File: src/design/lrupr_pkg.sv
`timescale 1ns / 1ps
// ---------------------------------------------------------------------------
// LRU page replacement package
// Shared types and fixed field widths for the controller and the datapath.
// ---------------------------------------------------------------------------
package lrupr_pkg;

    localparam int IN_PAGE_W   = 16;
    localparam int OUT_PAGE_W  = 16;
    localparam int FRAME_IDX_W = 2;
    localparam int COUNT_W     = 16;
    localparam logic [COUNT_W-1:0] COUNT_MAX = {COUNT_W{1'b1}};

    // Commands from the controller to the datapath.
    typedef struct packed {
        logic start;   // latch the page and restart the frame scan
        logic issue;   // read the next frame from the page store
        logic update;  // apply the replacement decision and load the result
    } lrupr_cmd_t;

    // Status from the datapath to the controller.
    typedef struct packed {
        logic last_issue; // the frame being read is the last one
        logic out_busy;   // a result is held that has not been taken
    } lrupr_sts_t;

endpackage

File: src/design/lrupr_ram.sv
`timescale 1ns / 1ps
// ---------------------------------------------------------------------------
// Generic RAM
// One write port and one read port with registered read data.
// ---------------------------------------------------------------------------
module lrupr_ram #(
    parameter int WIDTH = 16,
    parameter int DEPTH = 4,
    localparam int AW = (DEPTH > 1) ? $clog2(DEPTH) : 1
) (
    input  logic             aclk,
    input  logic             we,
    input  logic [AW-1:0]    waddr,
    input  logic [WIDTH-1:0] wdata,
    input  logic [AW-1:0]    raddr,
    output logic [WIDTH-1:0] rdata
);

    logic [WIDTH-1:0] mem [DEPTH];
    logic [WIDTH-1:0] rdata_reg;

    always_ff @(posedge aclk) begin
        if (we) begin
            mem[waddr] <= wdata;
        end
        rdata_reg <= mem[raddr];
    end

    assign rdata = rdata_reg;

endmodule

File: src/design/lrupr_ctrl.sv
`timescale 1ns / 1ps
// ---------------------------------------------------------------------------
// LRU page replacement controller
// Sequences acceptance, the frame scan, the compare tail and the update.
// ---------------------------------------------------------------------------
module lrupr_ctrl
    import lrupr_pkg::*;
(
    input  logic       aclk,
    input  logic       aresetn,
    input  logic       s_valid,
    output logic       s_ready,
    input  lrupr_sts_t sts,
    output lrupr_cmd_t cmd
);

    typedef enum logic [3:0] {
        ST_IDLE   = 4'b0001,
        ST_SCAN   = 4'b0010,
        ST_DRAIN  = 4'b0100,
        ST_UPDATE = 4'b1000
    } state_t;

    state_t state_reg;
    state_t state_next;

    always_comb begin
        state_next = state_reg;
        cmd        = '0;
        s_ready    = 1'b0;
        unique case (state_reg)
            ST_IDLE: begin
                s_ready = 1'b1;
                if (s_valid) begin
                    cmd.start  = 1'b1;
                    state_next = ST_SCAN;
                end
            end
            ST_SCAN: begin
                cmd.issue = 1'b1;
                if (sts.last_issue) begin
                    state_next = ST_DRAIN;
                end
            end
            ST_DRAIN: begin
                state_next = ST_UPDATE;
            end
            ST_UPDATE: begin
                if (!sts.out_busy) begin
                    cmd.update = 1'b1;
                    state_next = ST_IDLE;
                end
            end
            default: begin
                state_next = ST_IDLE;
            end
        endcase
    end

    always_ff @(posedge aclk) begin
        if (!aresetn) begin
            state_reg <= ST_IDLE;
        end else begin
            state_reg <= state_next;
        end
    end

endmodule

File: src/design/lrupr_dpath.sv
`timescale 1ns / 1ps
// ---------------------------------------------------------------------------
// LRU page replacement datapath
// Page store, valid bits, recency ranks, scan compare and result register.
// ---------------------------------------------------------------------------
module lrupr_dpath
    import lrupr_pkg::*;
#(
    parameter int FRAMES    = 4,
    parameter int PAGE_BITS = 16
) (
    input  logic                   aclk,
    input  logic                   aresetn,
    input  lrupr_cmd_t             cmd,
    output lrupr_sts_t             sts,
    input  logic [IN_PAGE_W-1:0]   s_page_number,
    input  logic                   m_ready,
    output logic                   m_valid,
    output logic                   m_hit,
    output logic [FRAME_IDX_W-1:0] m_frame_index,
    output logic                   m_evicted_valid,
    output logic [OUT_PAGE_W-1:0]  m_evicted_page,
    output logic [COUNT_W-1:0]     m_miss_count
);

    localparam int FW = (FRAMES > 1) ? $clog2(FRAMES) : 1;
    localparam int PW = (PAGE_BITS < IN_PAGE_W) ? PAGE_BITS : IN_PAGE_W;
    localparam logic [FW-1:0] RANK_OLDEST = FW'(FRAMES - 1);
    localparam logic [FW-1:0] LAST_FRAME  = FW'(FRAMES - 1);

    logic [PW-1:0] page_reg;
    logic [FW-1:0] scan_cnt_reg;
    logic          cmp_valid_reg;
    logic [FW-1:0] cmp_idx_reg;
    logic          hit_found_reg;
    logic [FW-1:0] hit_slot_reg;
    logic [FW-1:0] hit_rank_reg;
    logic [FW-1:0] lru_slot_reg;
    logic          lru_valid_reg;
    logic [PW-1:0] lru_page_reg;
    logic [FRAMES-1:0] valid_reg;
    logic [FW-1:0] rank_reg [FRAMES];
    logic [COUNT_W-1:0] fault_total_reg;
    logic [COUNT_W-1:0] fault_total_next;

    logic                   out_valid_reg;
    logic                   out_hit_reg;
    logic [FRAME_IDX_W-1:0] out_frame_reg;
    logic                   out_ev_valid_reg;
    logic [OUT_PAGE_W-1:0]  out_ev_page_reg;
    logic [COUNT_W-1:0]     out_count_reg;

    logic [PW-1:0]      rd_page;
    logic               cmp_match;
    logic               cmp_oldest;
    logic [FW-1:0]      slot;
    logic [FW-1:0]      old_rank;
    logic [FW+FRAME_IDX_W-1:0] slot_ext;

    lrupr_ram #(
        .WIDTH (PW),
        .DEPTH (FRAMES)
    ) u_page_ram (
        .aclk  (aclk),
        .we    (cmd.update && !hit_found_reg),
        .waddr (slot),
        .wdata (page_reg),
        .raddr (scan_cnt_reg),
        .rdata (rd_page)
    );

    // Compare stage: RAM read data is registered, so it lines up with the address held in cmp_idx_reg.
    assign cmp_match  = cmp_valid_reg && valid_reg[cmp_idx_reg] && (rd_page == page_reg);
    assign cmp_oldest = cmp_valid_reg && (rank_reg[cmp_idx_reg] == RANK_OLDEST);

    assign slot     = hit_found_reg ? hit_slot_reg : lru_slot_reg;
    assign old_rank = hit_found_reg ? hit_rank_reg : RANK_OLDEST;
    assign slot_ext = {{FRAME_IDX_W{1'b0}}, slot};

    assign fault_total_next = (fault_total_reg == COUNT_MAX) ? fault_total_reg
                                                             : fault_total_reg + COUNT_W'(1);

    assign sts.last_issue = (scan_cnt_reg == LAST_FRAME);
    assign sts.out_busy   = out_valid_reg && !m_ready;

    // Scan and capture registers.
    always_ff @(posedge aclk) begin
        if (!aresetn) begin
            cmp_valid_reg <= 1'b0;
            hit_found_reg <= 1'b0;
            scan_cnt_reg  <= '0;
        end else begin
            cmp_valid_reg <= cmd.issue;
            if (cmd.start) begin
                scan_cnt_reg  <= '0;
                hit_found_reg <= 1'b0;
            end else begin
                if (cmd.issue) begin
                    scan_cnt_reg <= scan_cnt_reg + FW'(1);
                end
                if (cmp_match && !hit_found_reg) begin
                    hit_found_reg <= 1'b1;
                end
            end
        end
    end

    always_ff @(posedge aclk) begin
        if (cmd.start) begin
            page_reg <= s_page_number[PW-1:0];
        end
        cmp_idx_reg <= scan_cnt_reg;
        if (cmp_match && !hit_found_reg) begin
            hit_slot_reg <= cmp_idx_reg;
            hit_rank_reg <= rank_reg[cmp_idx_reg];
        end
        if (cmp_oldest) begin
            lru_slot_reg  <= cmp_idx_reg;
            lru_valid_reg <= valid_reg[cmp_idx_reg];
            lru_page_reg  <= rd_page;
        end
    end

    // Frame state: valid bits, recency ranks and the fault counter.
    always_ff @(posedge aclk) begin
        if (!aresetn) begin
            valid_reg       <= '0;
            fault_total_reg <= '0;
            for (int i = 0; i < FRAMES; i++) begin
                rank_reg[i] <= FW'(FRAMES - 1 - i);
            end
        end else if (cmd.update) begin
            valid_reg[slot] <= 1'b1;
            if (!hit_found_reg) begin
                fault_total_reg <= fault_total_next;
            end
            for (int i = 0; i < FRAMES; i++) begin
                if (FW'(i) == slot) begin
                    rank_reg[i] <= '0;
                end else if (rank_reg[i] < old_rank) begin
                    rank_reg[i] <= rank_reg[i] + FW'(1);
                end
            end
        end
    end

    // Result register.
    always_ff @(posedge aclk) begin
        if (!aresetn) begin
            out_valid_reg <= 1'b0;
        end else if (cmd.update) begin
            out_valid_reg <= 1'b1;
        end else if (m_ready) begin
            out_valid_reg <= 1'b0;
        end
    end

    always_ff @(posedge aclk) begin
        if (cmd.update) begin
            out_hit_reg      <= hit_found_reg;
            out_frame_reg    <= slot_ext[FRAME_IDX_W-1:0];
            out_ev_valid_reg <= !hit_found_reg && lru_valid_reg;
            out_ev_page_reg  <= (!hit_found_reg && lru_valid_reg) ? OUT_PAGE_W'(lru_page_reg)
                                                                  : '0;
            out_count_reg    <= hit_found_reg ? fault_total_reg : fault_total_next;
        end
    end

    assign m_valid         = out_valid_reg;
    assign m_hit           = out_hit_reg;
    assign m_frame_index   = out_frame_reg;
    assign m_evicted_valid = out_ev_valid_reg;
    assign m_evicted_page  = out_ev_page_reg;
    assign m_miss_count    = out_count_reg;

endmodule

File: src/design/lru_page_replacement_top.sv
`timescale 1ns / 1ps
// ---------------------------------------------------------------------------
// LRU page replacement
// Fully associative page frames under least-recently-used replacement.
// ---------------------------------------------------------------------------
// Items are taken one at a time: a new item is accepted only after the last
// one is updated. The page store has a single read port and the scan reads
// one frame per cycle.
// Reset: synchronous, active low. Frames come out empty, ranks put frame 0
// oldest so frames fill in index order, and the miss count is zero.
// The page store itself is not cleared; its valid bits cover it.
module lru_page_replacement_top
    import lrupr_pkg::*;
#(
    parameter int FRAMES    = 4,
    parameter int PAGE_BITS = 16
) (
    input  logic                   aclk,
    input  logic                   aresetn,
    input  logic                   s_valid,
    output logic                   s_ready,
    input  logic [IN_PAGE_W-1:0]   s_page_number,
    output logic                   m_valid,
    input  logic                   m_ready,
    output logic                   m_hit,
    output logic [FRAME_IDX_W-1:0] m_frame_index,
    output logic                   m_evicted_valid,
    output logic [OUT_PAGE_W-1:0]  m_evicted_page,
    output logic [COUNT_W-1:0]     m_miss_count
);

    // The controller steps one item at a time through the scan of all frames,
    // the compare tail and the update. The update waits until the result
    // register is free, so an item is never lost.
    lrupr_cmd_t cmd;
    lrupr_sts_t sts;

    lrupr_ctrl u_ctrl (
        .aclk    (aclk),
        .aresetn (aresetn),
        .s_valid (s_valid),
        .s_ready (s_ready),
        .sts     (sts),
        .cmd     (cmd)
    );

    // The datapath holds the page store, the valid bits, the recency ranks
    // and the saturating fault counter, and registers each result item.
    lrupr_dpath #(
        .FRAMES    (FRAMES),
        .PAGE_BITS (PAGE_BITS)
    ) u_dpath (
        .aclk            (aclk),
        .aresetn         (aresetn),
        .cmd             (cmd),
        .sts             (sts),
        .s_page_number   (s_page_number),
        .m_ready         (m_ready),
        .m_valid         (m_valid),
        .m_hit           (m_hit),
        .m_frame_index   (m_frame_index),
        .m_evicted_valid (m_evicted_valid),
        .m_evicted_page  (m_evicted_page),
        .m_miss_count    (m_miss_count)
    );

    // Only one command is issued in any cycle.
    a_cmd_exclusive: assert property (@(posedge aclk) disable iff (!aresetn)
        $onehot0({cmd.start, cmd.issue, cmd.update}))
        else $error("more than one controller command in a cycle");

    // An accepted item closes the input until its work is done.
    a_one_in_flight: assert property (@(posedge aclk) disable iff (!aresetn)
        (s_valid && s_ready) |=> !s_ready)
        else $error("input accepted twice while an item was in flight");

    // An update always presents a result in the following cycle.
    a_update_result: assert property (@(posedge aclk) disable iff (!aresetn)
        cmd.update |=> m_valid)
        else $error("update did not produce a result item");

    // A hit never displaces a page.
    a_hit_no_evict: assert property (@(posedge aclk) disable iff (!aresetn)
        m_valid |-> !(m_hit && m_evicted_valid))
        else $error("result reports a hit and an eviction together");

endmodule

File: config.mk
export PLATFORM = sky130hd
export DESIGN_NAME = lru_page_replacement_top
export DESIGN_NICKNAME = d
export VERILOG_FILES = /design/src/design/lrupr_pkg.sv /design/src/design/lrupr_ram.sv /design/src/design/lrupr_ctrl.sv /design/src/design/lrupr_dpath.sv /design/src/design/lru_page_replacement_top.sv
export SDC_FILE = /design/constraint.sdc
export NUM_CORES = 1
export LEC_CHECK = 0
export BUFFER_PORTS_ARGS = -buffer_cell sky130_fd_sc_hd__buf_4
export CAP_MARGIN = 20
export CORE_UTILIZATION = 30
export DETAILED_ROUTE_END_ITERATION = 8
export PLACE_DENSITY = 0.45
export SYNTH_ARGS = -nofsm -noshare
export SYNTH_HDL_FRONTEND = slang
export SYNTH_SLANG_ARGS = --single-unit
File: constraint.sdc
create_clock -name aclk -period 4.23 [get_ports aclk]
set_clock_uncertainty 0.05 [all_clocks]
set_input_delay 0.423 -clock aclk [delete_from_list [all_inputs] [get_ports aclk]]
set_output_delay 0.423 -clock aclk [all_outputs]
set_load 0.02 [all_outputs]
==> run metrics <==
Critical Path AT approximately 2.8 ns; CTS clock-pin slew for the worst setup and hold paths 0.07 ns; total number of H-tree levels 4; final WL 15.6 mm; area overhead of the layout relative to synthesis 17.8%; worst path cell trace nor4b_4 -> nand2_1 -> buf_4 -> inv_2 -> and3_1; number of nets produced by synthesis roughly 530; placement-stage worst setup slack about 1.4 ns; global-route congestion overflow total 0; Tightest Hold Check Type input port to register; proportion of synthesized area in mux cells 6.90%; dpl hpwl roughly 10 mm; post-cts repair resize count 0; count of final max-slew check failures 0; floorplan die area between 20000 and 30000 µm²; final cycle utilization of the critical path about two thirds; fraction of synthesized cell area taken by the top area cell type roughly 57%; commonest non-fill, non-tap cells in the layout sky130_fd_sc_hd__edfxtp_1 (147), sky130_fd_sc_hd__buf_4 (65), sky130_fd_sc_hd__dfxtp_1 (47); DRT iter0 DRCs about 230; post-synthesis cell type count 63; synthesis-stage register bit count 194; library cell with the largest summed area after synthesis sky130_fd_sc_hd__edfxtp_1; number of sinks driven by the clock tree just under 200; Max Clock Freq ~360 MHz; die extent in y between 150 and 200 µm; max reg flops 64; total negative setup slack 0 ns; total vias in the final route between 4000 and 5000; hold violation total from the final report 0; effective utilization at floorplan 30.6%; largest net degree at the start of global routing 33; number of buffers created by CTS 17; first-pass iteration count of the detailed router 5; synthesized cell area around 7700 µm²; RSZ-0062 raised after global routing false; Avg WL per Cell approximately 17 µm; post-CTS setup buffer count 0; Area contributors post-synth sky130_fd_sc_hd__edfxtp_1 (57%), sky130_fd_sc_hd__dfxtp_1 (12%), sky130_fd_sc_hd__mux4_2 (5.6%); cell at the root of the clock tree sky130_fd_sc_hd__clkbuf_16; Max Buffers Root-to-Sink 2; Layout Utilization between 30% and 40%; final weighted congestion of routability-driven global placement 0.787; first-pass GRT wire length roughly 24 mm; warning count from the yosys run 0; worst slew slack as a fraction of its limit roughly a third; portion of the post-synthesis area used by sequential elements a little under 70%; worst endpoint required time roughly 4.2 ns; final routed DRC violation total 0; most common cell after layout, fill and taps aside sky130_fd_sc_hd__edfxtp_1; Chip Width around 160 µm; area fraction in compound gates after synthesis about 5.1%; final setup slack of the worst path between 1 and 1.5 ns; Port-buffer cells 57; via count of the first global-routing pass ~4300; vias per cell around 4.7; fraction of registers with async set/reset 0%; share of post-route cells with drive strength above 1 21.9%; hold buffer count at CTS 0; final setup violating endpoints 0; Startpoint Class register; post-synthesis average cell area about 15 µm²; post-synthesis adder-cell area fraction less than 1%; worst supply voltage drop on vdd roughly 0.00021 V; final antenna diode count 0; Std-Cell Rows just under 60; CTS tree yes; Slowest-stage cell, CP sky130_fd_sc_hd__and3_1; number of fillers in the final layout approximately 2400; GRT Resource Usage Total ~13%; reg-to-reg setup timing slack ~1.5 ns; combinational family with the most area after synthesis simple AND/OR/NAND/NOR gates; Leakage between 2 and 3 nW; placeable core region between 20000 and 30000 µm²; power density over the cells 426 nW/µm²; post-layout net count 589; post-synthesis instance total 509; most flop-heavy register u_dpath.u_page_ram.mem; Slew @ Worst Pin 0.977 ns; predominant post-synthesis flop cell sky130_fd_sc_hd__edfxtp_1; crit path kind register to register; max_cap viols 0; antenna violations before repair 0; number of enable flip-flop cells after synthesis around 150; biggest fanout along the worst timing path 29; category of the worst setup path capture point register; insertion delay to the later sink of the worst-skew pair 0.43 ns; Post-DRT Antenna Nets 0; area fraction in and, or, nand and nor cells after synthesis approximately an eighth; minimum clock period after layout 2.77 ns; xor/xnor share of the synthesized area under 10%; CP peak stage delay around 0.84 ns; # IOs 58; outcome complete, no violations
## cell families after synthesis
family,Yosys count
flops,194
simple gates,148
compound gates,61
buf+inv,42
xor+xnor,32
mux,29
fa+ha+maj,3
## cells in the mapped netlist, drive strengths merged, types with 2 or more instances
library cell / n
ha: 2
clkbuf: 8
nor4b: 5
or4: 7
nor4: 16
mux2: 2
or3: 2
a311oi: 3
o21a: 3
a21oi: 23
o21ai: 13
and2: 17
and4: 2
mux4: 19
edfxtp: 147
nand3: 6
o221a: 2
nand2b: 9
nor2b: 3
xor2: 21
nand2: 27
nand4b: 2
or2: 2
a2111oi: 2
mux2i: 8
and3: 3
dfxtp: 47
inv: 15
nor2: 20
o31ai: 6
buf: 18
nor3: 11
nor4bb: 2
xnor2: 11
nand4: 10
## per-layer routing
layer	track usage [%]	wire length, µm	vias to the layer above
met2	20.3	7590	79
met4	4.46	208	0
met1	16.7	7360	2097
li1	-	-	2066
met5	0	0	-
met3	2.78	447	15
## final timing paths
path | from | to | cells after the start
worst max-delay path | u_ctrl.state_reg[3] | u_dpath.u_page_ram.mem[1][2] | 5
worst min-delay path | s_page_number[6] | u_dpath.page_reg[6] | 1
worst max register to register | u_ctrl.state_reg[3] | u_dpath.u_page_ram.mem[1][2] | 5
worst min register to register | u_dpath.u_page_ram.rdata[3] | u_dpath.lru_page_reg[3] | 0
## metrics by stage
step / total power, mW / cells / hold WS (ns) / instance area (µm²)
2_1_floorplan: 2.25 / 509 / 0.302 / 7690
3_3_place_gp: 2.31 / 878 / 0.384 / 8480
3_5_place_dp: 2.31 / 878 / 0.387 / 8480
4_1_cts: 3.91 / 910 / 0.0922 / 9060
5_1_grt: 4.01 / 910 / 0.0875 / 9060
6_report: 3.87 / 910 / 0.112 / 9060
## area by class of cell
class	count	area [µm²]	share of cell area [%]
tap	330	413	4.56
clock buffer	19	433	4.78
multi-input combinational	273	2160	23.9
sequential	194	5360	59.1
timing repair buffer	65	488	5.38
clock inverter	13	151	1.67
inverter	16	60.1	0.663
## power breakdown
group	switching [mW]	internal [mW]	leakage (nW)
Clock	0.715	0.884	0.277
Sequential	0.0452	2.09	1.69
Combinational	0.0773	0.0554	1.02
Total	0.838	3.03	2.99
## worst max-delay path, delay by kind of cell, from the launching register on
family	cells	cell delay (ns)
buffers and inverters	2	0.56
flip-flops	1	0.53
AND/OR/NAND/NOR	3	1.22
Note: power is estimated with default switching activity, not from simulation.
